--- src/design/wsmf_pkg.sv ---
`default_nettype none

package wsmf_pkg;

  localparam int WEIGHT_W         = 8;
  localparam int TARGET_W         = 16;
  localparam int START_W          = 8;
  localparam int OFFSET_W         = 8;
  localparam int LEN_W            = 9;
  localparam int TOTAL_W          = TARGET_W + 1;
  localparam int CFG_IDX_W        = 2;
  localparam int CFG_DATA_W       = 16;
  localparam int MAX_ELEMENTS_DEF = 256;

  localparam logic [TARGET_W-1:0] TARGET_RESET = TARGET_W'(1);
  localparam logic [START_W-1:0]  START_RESET  = '0;

  // configuration register indexes
  typedef enum logic [CFG_IDX_W-1:0] {
    CFG_TARGET_SUM   = 2'd0,
    CFG_START_OFFSET = 2'd1
  } wsmf_cfg_idx_t;

  typedef enum logic [2:0] {
    S_IDLE,
    S_PEND,
    S_APPEND,
    S_CHECK,
    S_POP,
    S_EMIT
  } wsmf_state_t;

endpackage

`default_nettype wire

--- src/design/wsmf_ram.sv ---
`default_nettype none

module wsmf_ram #(
  parameter int WIDTH = 8,
  parameter int DEPTH = 256
) (
  input  logic                     clk,
  input  logic                     we,
  input  logic [$clog2(DEPTH)-1:0] waddr,
  input  logic [WIDTH-1:0]         wdata,
  input  logic [$clog2(DEPTH)-1:0] raddr,
  output logic [WIDTH-1:0]         rdata
);

  logic [WIDTH-1:0] mem [DEPTH];

  always_ff @(posedge clk) begin
    if (we) begin
      mem[waddr] <= wdata;
    end
    rdata <= mem[raddr];
  end

endmodule

`default_nettype wire

--- src/design/window_sum_match_finder.sv ---
// flow: a request outside the window range goes from idle straight to emit; otherwise
//   it passes append and check, after a pend drop when a match is left over, with a pop and a check per front drop
// requests: one request at a time; each element in the window range is written to the
//   window ram once and read back once on its drop; emit waits while a result is held
// reset: synchronous active-low rst_n empties the window, sets target_sum to 1 and
//   start_offset to 0; the window ram is not cleared, entries are read only once written
`default_nettype none

module window_sum_match_finder
  import wsmf_pkg::*;
#(
  parameter int MAX_ELEMENTS = MAX_ELEMENTS_DEF
) (
  input  logic                  clk,
  input  logic                  rst_n,
  // configuration
  input  logic                  cfg_we,
  input  logic [CFG_IDX_W-1:0]  cfg_index,
  input  logic [CFG_DATA_W-1:0] cfg_wdata,
  // element requests
  input  logic                  in_valid,
  output logic                  in_ready,
  input  logic [WEIGHT_W-1:0]   in_element_weight,
  input  logic                  in_last_element,
  // results
  output logic                  out_valid,
  input  logic                  out_ready,
  output logic                  out_match_found,
  output logic [OFFSET_W-1:0]   out_match_offset,
  output logic [LEN_W-1:0]      out_match_length,
  output logic                  out_scan_done
);

  localparam int AW = $clog2(MAX_ELEMENTS);       // window ram address
  localparam int CW = $clog2(MAX_ELEMENTS + 1);   // count and position

  // config registers
  logic [TARGET_W-1:0] target_r;
  logic [START_W-1:0]  start_r;

  // scan state
  wsmf_state_t         state_r, state_nxt;
  logic [WEIGHT_W-1:0] weight_r, weight_nxt;
  logic                last_r, last_nxt;
  logic                found_r, found_nxt;
  logic [OFFSET_W-1:0] front_r, front_nxt;
  logic [CW-1:0]       count_r, count_nxt;
  logic [TOTAL_W-1:0]  total_r, total_nxt;
  logic [CW-1:0]       pos_r, pos_nxt;
  logic                pend_r, pend_nxt;

  // result register
  logic                out_valid_r, out_valid_nxt;
  logic                out_found_r, out_found_nxt;
  logic [OFFSET_W-1:0] out_offset_r, out_offset_nxt;
  logic [LEN_W-1:0]    out_length_r, out_length_nxt;
  logic                out_done_r, out_done_nxt;

  // window ram
  logic                ram_we;
  logic [WEIGHT_W-1:0] ram_rdata;

  logic                elem_active;
  logic                out_free;
  logic [TOTAL_W-1:0]  target_ext;

  assign out_free    = !out_valid_r || out_ready;
  assign target_ext  = TOTAL_W'(target_r);
  // element is inside the ram and at or past the start offset
  assign elem_active = (pos_r < CW'(MAX_ELEMENTS)) && (LEN_W'(pos_r) >= LEN_W'(start_r));

  // the read address always follows the front, so the front weight is ready
  // in the cycle after the front pointer settles
  wsmf_ram #(
    .WIDTH (WEIGHT_W),
    .DEPTH (MAX_ELEMENTS)
  ) u_window_ram (
    .clk   (clk),
    .we    (ram_we),
    .waddr (pos_r[AW-1:0]),
    .wdata (weight_r),
    .raddr (front_r[AW-1:0]),
    .rdata (ram_rdata)
  );

  always_comb begin
    state_nxt      = state_r;
    weight_nxt     = weight_r;
    last_nxt       = last_r;
    found_nxt      = found_r;
    front_nxt      = front_r;
    count_nxt      = count_r;
    total_nxt      = total_r;
    pos_nxt        = pos_r;
    pend_nxt       = pend_r;
    out_valid_nxt  = out_valid_r && !out_ready;
    out_found_nxt  = out_found_r;
    out_offset_nxt = out_offset_r;
    out_length_nxt = out_length_r;
    out_done_nxt   = out_done_r;
    ram_we         = 1'b0;
    in_ready       = 1'b0;

    case (state_r)
      S_IDLE: begin
        in_ready = 1'b1;
        if (in_valid) begin
          weight_nxt = in_element_weight;
          last_nxt   = in_last_element;
          if (elem_active) begin
            pend_nxt = 1'b0;
            // a match on the previous element drops the front first;
            // the ram read of the front is issued in this cycle
            if (pend_r && (count_r != '0)) begin
              state_nxt = S_PEND;
            end else begin
              state_nxt = S_APPEND;
            end
          end else begin
            found_nxt = 1'b0;
            state_nxt = S_EMIT;
          end
        end
      end

      S_PEND: begin
        total_nxt = total_r - TOTAL_W'(ram_rdata);
        front_nxt = front_r + OFFSET_W'(1);
        count_nxt = count_r - CW'(1);
        state_nxt = S_APPEND;
      end

      S_APPEND: begin
        ram_we = 1'b1;
        if (count_r == '0) begin
          front_nxt = OFFSET_W'(pos_r);
        end
        count_nxt = count_r + CW'(1);
        // one bit of headroom over the target
        total_nxt = total_r + TOTAL_W'(weight_r);
        state_nxt = S_CHECK;
      end

      S_CHECK: begin
        if ((total_r > target_ext) && (count_r != '0)) begin
          // front read issued here, consumed in the pop state
          state_nxt = S_POP;
        end else begin
          found_nxt = (total_r == target_ext);
          if (total_r == target_ext) begin
            pend_nxt = 1'b1;
          end
          state_nxt = S_EMIT;
        end
      end

      S_POP: begin
        total_nxt = total_r - TOTAL_W'(ram_rdata);
        front_nxt = front_r + OFFSET_W'(1);
        count_nxt = count_r - CW'(1);
        state_nxt = S_CHECK;
      end

      S_EMIT: begin
        // hold here while an earlier result still waits downstream
        if (out_free) begin
          out_valid_nxt  = 1'b1;
          out_found_nxt  = found_r;
          out_offset_nxt = found_r ? front_r : '0;
          out_length_nxt = found_r ? LEN_W'(count_r) : '0;
          out_done_nxt   = last_r;
          if (pos_r < CW'(MAX_ELEMENTS)) begin
            pos_nxt = pos_r + CW'(1);
          end
          // last element ends the scan
          if (last_r) begin
            front_nxt = '0;
            count_nxt = '0;
            total_nxt = '0;
            pos_nxt   = '0;
            pend_nxt  = 1'b0;
          end
          state_nxt = S_IDLE;
        end
      end

      default: begin
        state_nxt = S_IDLE;
      end
    endcase
  end

  always_ff @(posedge clk) begin
    if (!rst_n) begin
      state_r     <= S_IDLE;
      front_r     <= '0;
      count_r     <= '0;
      total_r     <= '0;
      pos_r       <= '0;
      pend_r      <= 1'b0;
      out_valid_r <= 1'b0;
      target_r    <= TARGET_RESET;
      start_r     <= START_RESET;
    end else begin
      state_r     <= state_nxt;
      front_r     <= front_nxt;
      count_r     <= count_nxt;
      total_r     <= total_nxt;
      pos_r       <= pos_nxt;
      pend_r      <= pend_nxt;
      out_valid_r <= out_valid_nxt;
      // unknown indexes fall through
      if (cfg_we) begin
        case (cfg_index)
          CFG_TARGET_SUM:   target_r <= cfg_wdata[TARGET_W-1:0];
          CFG_START_OFFSET: start_r  <= cfg_wdata[START_W-1:0];
          default: ;
        endcase
      end
    end
  end

  // payload, no reset
  always_ff @(posedge clk) begin
    weight_r     <= weight_nxt;
    last_r       <= last_nxt;
    found_r      <= found_nxt;
    out_found_r  <= out_found_nxt;
    out_offset_r <= out_offset_nxt;
    out_length_r <= out_length_nxt;
    out_done_r   <= out_done_nxt;
  end

  assign out_valid        = out_valid_r;
  assign out_match_found  = out_found_r;
  assign out_match_offset = out_offset_r;
  assign out_match_length = out_length_r;
  assign out_scan_done    = out_done_r;

`ifndef NO_ASSERTIONS
  // an empty window carries no weight
  a_empty_zero_total: assert property (@(posedge clk) disable iff (!rst_n)
    (count_r == '0) |-> (total_r == '0))
    else $error("window empty but running total nonzero");

  // a pop only consumes a read issued by the check state
  a_pop_after_check: assert property (@(posedge clk) disable iff (!rst_n)
    (state_r == S_POP) |-> ($past(state_r) == S_CHECK))
    else $error("pop without preceding front read");

  // window never holds more than the ram depth
  a_count_bound: assert property (@(posedge clk) disable iff (!rst_n)
    count_r <= CW'(MAX_ELEMENTS))
    else $error("window count beyond ram depth");

  // a finished result is presented on the next cycle
  a_emit_valid: assert property (@(posedge clk) disable iff (!rst_n)
    ((state_r == S_EMIT) && out_free) |=> (out_valid_r && (state_r == S_IDLE)))
    else $error("result lost on emit");

  // leaving the check loop the window sum is within the target
  a_check_exit: assert property (@(posedge clk) disable iff (!rst_n)
    ((state_r == S_CHECK) && (state_nxt == S_EMIT)) |-> (total_r <= target_ext))
    else $error("window sum above target at result");
`endif

endmodule

`default_nettype wire
--- config.mk ---
export PLATFORM = sky130hd
export DESIGN_NAME = window_sum_match_finder
export DESIGN_NICKNAME = d
export VERILOG_FILES = /design/src/design/wsmf_pkg.sv /design/src/design/wsmf_ram.sv /design/src/design/window_sum_match_finder.sv
export SDC_FILE = /design/constraint.sdc
export NUM_CORES = 2
export LEC_CHECK = 0
export BUFFER_PORTS_ARGS = -buffer_cell sky130_fd_sc_hd__buf_2
export CELL_PAD_IN_SITES_DETAIL_PLACEMENT = 1
export CELL_PAD_IN_SITES_GLOBAL_PLACEMENT = 1
export CORE_UTILIZATION = 55
export DETAILED_ROUTE_END_ITERATION = 6
export HOLD_SLACK_MARGIN = 0.05
export PLACE_DENSITY = 0.87
export SYNTH_ARGS = -nofsm -noshare
export SYNTH_HDL_FRONTEND = slang
export SYNTH_SLANG_ARGS = --single-unit
--- constraint.sdc ---
create_clock -name clk -period 11.17 [get_ports clk]
set_input_delay 0.5585 -clock clk [delete_from_list [all_inputs] [get_ports clk]]
set_output_delay 0.5585 -clock clk [all_outputs]
set_load 0.03 [all_outputs]
After elaboration in Yosys (flattened, before gate mapping):

Memory sizes are Yosys's and may differ from the RTL's. A register that Yosys moved wholly into a read port is not among the register bits.
Index checks and enable logic that the tools add are counted.
Widths: inputs -> output; s select.

* register bits after elaboration: 101
* bits in latches: 0
* bits in writable memories: 2048
* bits in read-only memories: 0
* logic and storage cells: 103
* memories: 1

* add/sub/neg operators: 6
* multiply operators: 0
* div/mod/pow operators: 0
* $lt $le $gt $ge: 3
* eq/ne operators: 15
* shift operators: 0
* multiplexer cells: 35
* bitwise logic cells: 0
* reduce and logical (&&, ||, !) cells: 27

Memories
* u_window_ram.mem: words 256, bits a word 8, rd ports 1, clocked after memory_dff 1, wr ports 1, line wsmf_ram.sv:15 `logic [WIDTH-1:0] mem [DEPTH];`

Operators with widths (count)
* $pmux 17 s3: 1
* $mux 9: 4
* $mux 17: 2
* $pmux 9 s3: 1
* $mux 8: 3
* $pmux 8 s3: 1
* $add 9x1->9 const B: 2
* $add 17x8->17: 1
* $eq 17x16->1: 1
* $gt 17x16->1: 1
* $sub 17x8->17: 1
* $mux 1: 16
* $ne 2x2->1 const B: 8
* $pmux 3 s5: 1
* $reduce_and 2->1: 5
* $ge 9x8->1: 1
* $logic_not 9->1: 1
* $lt 9x9->1 const B: 1
* $mux 3: 3
* $reduce_bool 9->1: 1
* $sub 9x1->9 const B: 1
* $add 8x1->8 const B: 1
* $reduce_and 4->1: 2
* $reduce_and 7->1: 1
* other kinds (16): 26

Logic depth before layout (Yosys ltp):

* depth in word-level cells: 6
* gate-level depth with buffers: 16
* depth with buffers taken out: 15

Modules after synthesis:

From an unflattened synthesis, not the netlist that was laid out.

* cell total of the unflattened synthesis: 4411
* area total of the unflattened synthesis: 85510.8 um^2

Modules (own cells, without submodules)
* wsmf_ram: times used 1, cells each 3733, area each 79556.3 um^2, sequential area each 61659.1 um^2
* window_sum_match_finder: times used 1, cells each 678, area each 5954.5 um^2, sequential area each 2312.2 um^2

Worst setup path after synthesis:

Ideal clock, no wire load.

* kind: register to register
* from: reg weight_r[0]
* to: reg total_r[15]
* arrival time: 6.485 ns
* data required time: 11.048 ns
* slack: 4.563 ns
* cell stages (with the launch flop): 17
* buffers on the path: 1
* clock period less this slack: 6.607 ns
* cell sequence: edfxtp_1 inv_1 ha_1 or3b_1 clkbuf_1 nor2_1 xor2_1 nand2_1 o21ai_0 ha_1 a21oi_1 nor3b_1 a21oi_1 a221o_1 a211oi_1 xor2_1 o21ai_0

* word-level cells in the longest chain between the ends: 2

Ends and longest elaborated chain
* start: declaration: line window_sum_match_finder.sv:43 `logic [WEIGHT_W-1:0] weight_r, weight_nxt;`
* start signal: assignment: line window_sum_match_finder.sv:225 `weight_r <= weight_nxt;`
* $add 17x8->17: line window_sum_match_finder.sv:140 `total_nxt = total_r + TOTAL_W'(weight_r);`
* $pmux 17 s3: line window_sum_match_finder.sv:104 `case (state_r)`
* end signal: assignment: line window_sum_match_finder.sv:208 `total_r <= total_nxt;`
* end: declaration: line window_sum_match_finder.sv:48 `logic [TOTAL_W-1:0] total_r, total_nxt;`

Every way passes these cells.
A chain may end at the register's enable or synchronous reset.

==> qor.yml <==
global_route:
  grt_overflow: 0
  grt_max_degree: 260
  grt_usage_pct: 32.6
  antenna_found_initial: 8
  grt_pass1_vias: 48361
  grt_pass1_wl_um: 362000
setup_path:
  worstSetupPathType: "flip-flop to flip-flop"
  cp-start-kind: "flip-flop"
  cp_max_fo: 99
  critPathArrivalTime_ns: 5.89
  endpoint_kind: "flip-flop"
  r2r_setup_slack_ns: 5.98
  max_stage_delay_ns: 0.99
  critPathBufInv: 2
  required_ns: 11.87
  critical_path.cell_chain: "buf_12 -> buf_4 -> mux4_2 -> a22oi_1 -> nand3_1 -> nand2_1 -> a21oi_1 -> a211oi_1 -> nor3_1"
  path_delay_family: "buffers and inverters"
  crit_path_top_delay_cell: "dfxtp_4"
routing:
  totalWireLength_um: 254000
  drtPass1Iterations: 7
  antenna_left: 0
  drt_iter0_drc: 7375
  drc_errors: 0
  wl_per_cell_um: 38.6
  dr_total_vias: 47082
  vias_per_cell: 7.17
sta:
  setup_viol: 0
  relSlewSlack_pct: -4.43
  drv_slew: 92
  skew_ns: 0.0423
  worst_slack_ns: 5.98
  hold_violations: 0
  rsz0062_at_grt: "no"
  tns_ns: 0
  fin_crit_ns: 5.19
  tightest_slew_ns: 1.57
  max_freq_mhz: 193
  fin_crit_sh_pct: 46.4
cells_and_area:
  layout_commonest_cell: "edfxtp_1"
  syn_to_final_growth_pct: 10.7
  drive_gt1_share_pct: 20.9
  layout_common_cells: "2077 x edfxtp_1, 510 x mux4_2, 300 x nor2_1"
  finish.instance_area_um2: 94200
  final_nets: 4454
clock_network:
  clk_path_buf_depth: 3
  cts_made_buffers: 204
  clk-insertion-delay-late_ns: 0.87
  clk_pin_slew_ns: 0.07
  cts_sinks: 2157
  post_cts_resized: 0
  postCtsHoldBufs: 25
  cts_tree: "yes"
  ctsHtreeMaxLevel: 4
  cts_root_buf: "clkbuf_16"
  postCtsSetupRepairBufs: 0
floorplanning:
  coreArea_um2: 153000
  start_util_pct: 55.7
  dieArea_um2: 156000
  placement_rows: 143
  chipWidth_um: 395
  ios: 53
  dieHeight_um: 395
outcome:
  violations: "slew limit"
  status: "finished, violations left"
synth:
  yosysSeqAreaShare_pct: 75.2
  synth_fp_nets: 4359
  ys_types: 67
  netlist_instances: 4271
  yosys_warnings: 0
  synth_edf_count: 2077
  netlist_area_um2: 85000
  synthArstFlopShare_pct: 0
  ys.flop_type: "edfxtp_1"
  avgSynthCellArea_um2: 19.9
  ys_ff_latch: 2157
place:
  dpl.hpwl_um: 132000
  gp_routability_congestion: 0.820
  post_dp_cell_area_um2: 87300
  dpl_worst_slack_ns: 6.18
  io_buffers: 52
pwr:
  power-per-cell-area_nw_per_um2: 224
  leakagePower_nw: 29.0
  ir_drop_mv: 0.196
job:
  max_cap_viol_count: 0
worst_hold_path:
  min_path_type: "input port to flip-flop"
## cell usage after synthesis (all sizes together) (6+ instances only)
library cell / count / area [um^2]
a211oi: 27 / 203
and2: 27 / 169
a22oi: 112 / 841
or3: 6 / 37.5
xnor2: 12 / 105
a31oi: 17 / 106
o221ai: 32 / 280
and3: 15 / 93.8
dfxtp: 80 / 1600
a21boi: 25 / 188
nor2: 302 / 1130
xor2: 12 / 105
nor3b: 7 / 52.6
a21o: 17 / 128
nand2: 125 / 469
a221oi: 16 / 140
nand3: 46 / 230
nor2b: 41 / 257
ha: 54 / 676
o22ai: 16 / 100
inv: 43 / 161
o21ai: 39 / 195
o21a: 6 / 45.0
edfxtp: 2077 / 62400
nand4: 8 / 50.1
a22o: 24 / 210
nor3: 36 / 190
clkbuf: 136 / 510
a21oi: 111 / 556
nand2b: 7 / 43.8
mux4: 510 / 11500
mux2i: 104 / 1040
buf: 122 / 748
## tightest hold or removal path: cells and delay by family
kind / cells / cell delay [ns]
simple gates: 2 / 0.22
compound gates: 1 / 0.06
buf+inv: 1 / 0.09
## cells by family after synthesis
logic type               Yosys count  synth area share [%]
flip-flops                      2157                  75.2
AO/OA/AOI/OAI                    474                  3.86
multiplexers                     614                  14.7
buffers and inverters            302                  1.67
XOR/XNOR                          24                 0.247
adder cells (fa/ha/maj)           57                 0.853
AND/OR/NAND/NOR                  643                  3.41
## final cells by class
type	count	area, um^2
Clock buffer	263	5450
Tap cell	2030	2540
Clock inverter	108	1140
Timing Repair Buffer	147	1160
Multi-Input combinational cell	1812	19700
Fill cell	12594	58600
Inverter	44	166
Sequential cell	2157	64000
Antenna cell	5	12.5
## report_power, final
part | leakage (nW) | total (W) | switching [W] | internal (W)
Combinational | 6.45 | 0.00462 | 0.00264 | 0.00198
Sequential | 19.3 | 0.00939 | 0.000188 | 0.00920
Clock | 3.19 | 0.00709 | 0.00319 | 0.00389
## sequential cells by signal, indices dropped and copies added, names as in the netlist
register / flops
u_window_ram.mem: 2048
out_match_length: 9
last_r: 1
count_r: 9
start_r: 8
total_r: 17
weight_r: 8
pos_r: 9
out_match_found: 1
found_r: 1
target_r: 16
pend_r: 1
front_r: 8
u_window_ram.rdata: 8
out_scan_done: 1
out_valid: 1
out_match_offset: 8
state_r: 3
## per-stage QoR
stage | hold WS (ns) | total power (W) | utilization (%) | cells
final | 0.118 | 0.0211 | 61.6 | 6566
after global routing | 0.155 | 0.0215 | 61.6 | 6561
after CTS | 0.0658 | 0.0210 | 61.6 | 6560
after detailed placement | 0.466 | 0.0139 | 57.1 | 6164
after global placement | 0.456 | 0.0137 | 57.1 | 6164
after floorplan | 0.443 | 0.0128 | - | 4271
## per-layer routing
layer / share of wire, % / wire (um) / track usage, % / up-vias
met5: 0.025 / 63 / 0 / -
met4: 5.4 / 13700 / 16.2 / 10
met3: 12 / 29700 / 7.88 / 818
met2: 49 / 124000 / 52.7 / 4224
met1: 34 / 86300 / 41.7 / 24281
li1: - / - / - / 17749
## path summary, 6_finish.rpt
path                     start                    end  cells past startpoint
setup / recovery    front_r[0]  u_window_ram.rdata[6]                      9
hold / removal    cfg_index[1]           target_r[10]                      4
setup reg to reg    front_r[0]  u_window_ram.rdata[6]                      9
hold reg to reg    target_r[4]            target_r[4]                      2
Note: power is estimated with default switching activity, not from simulation.
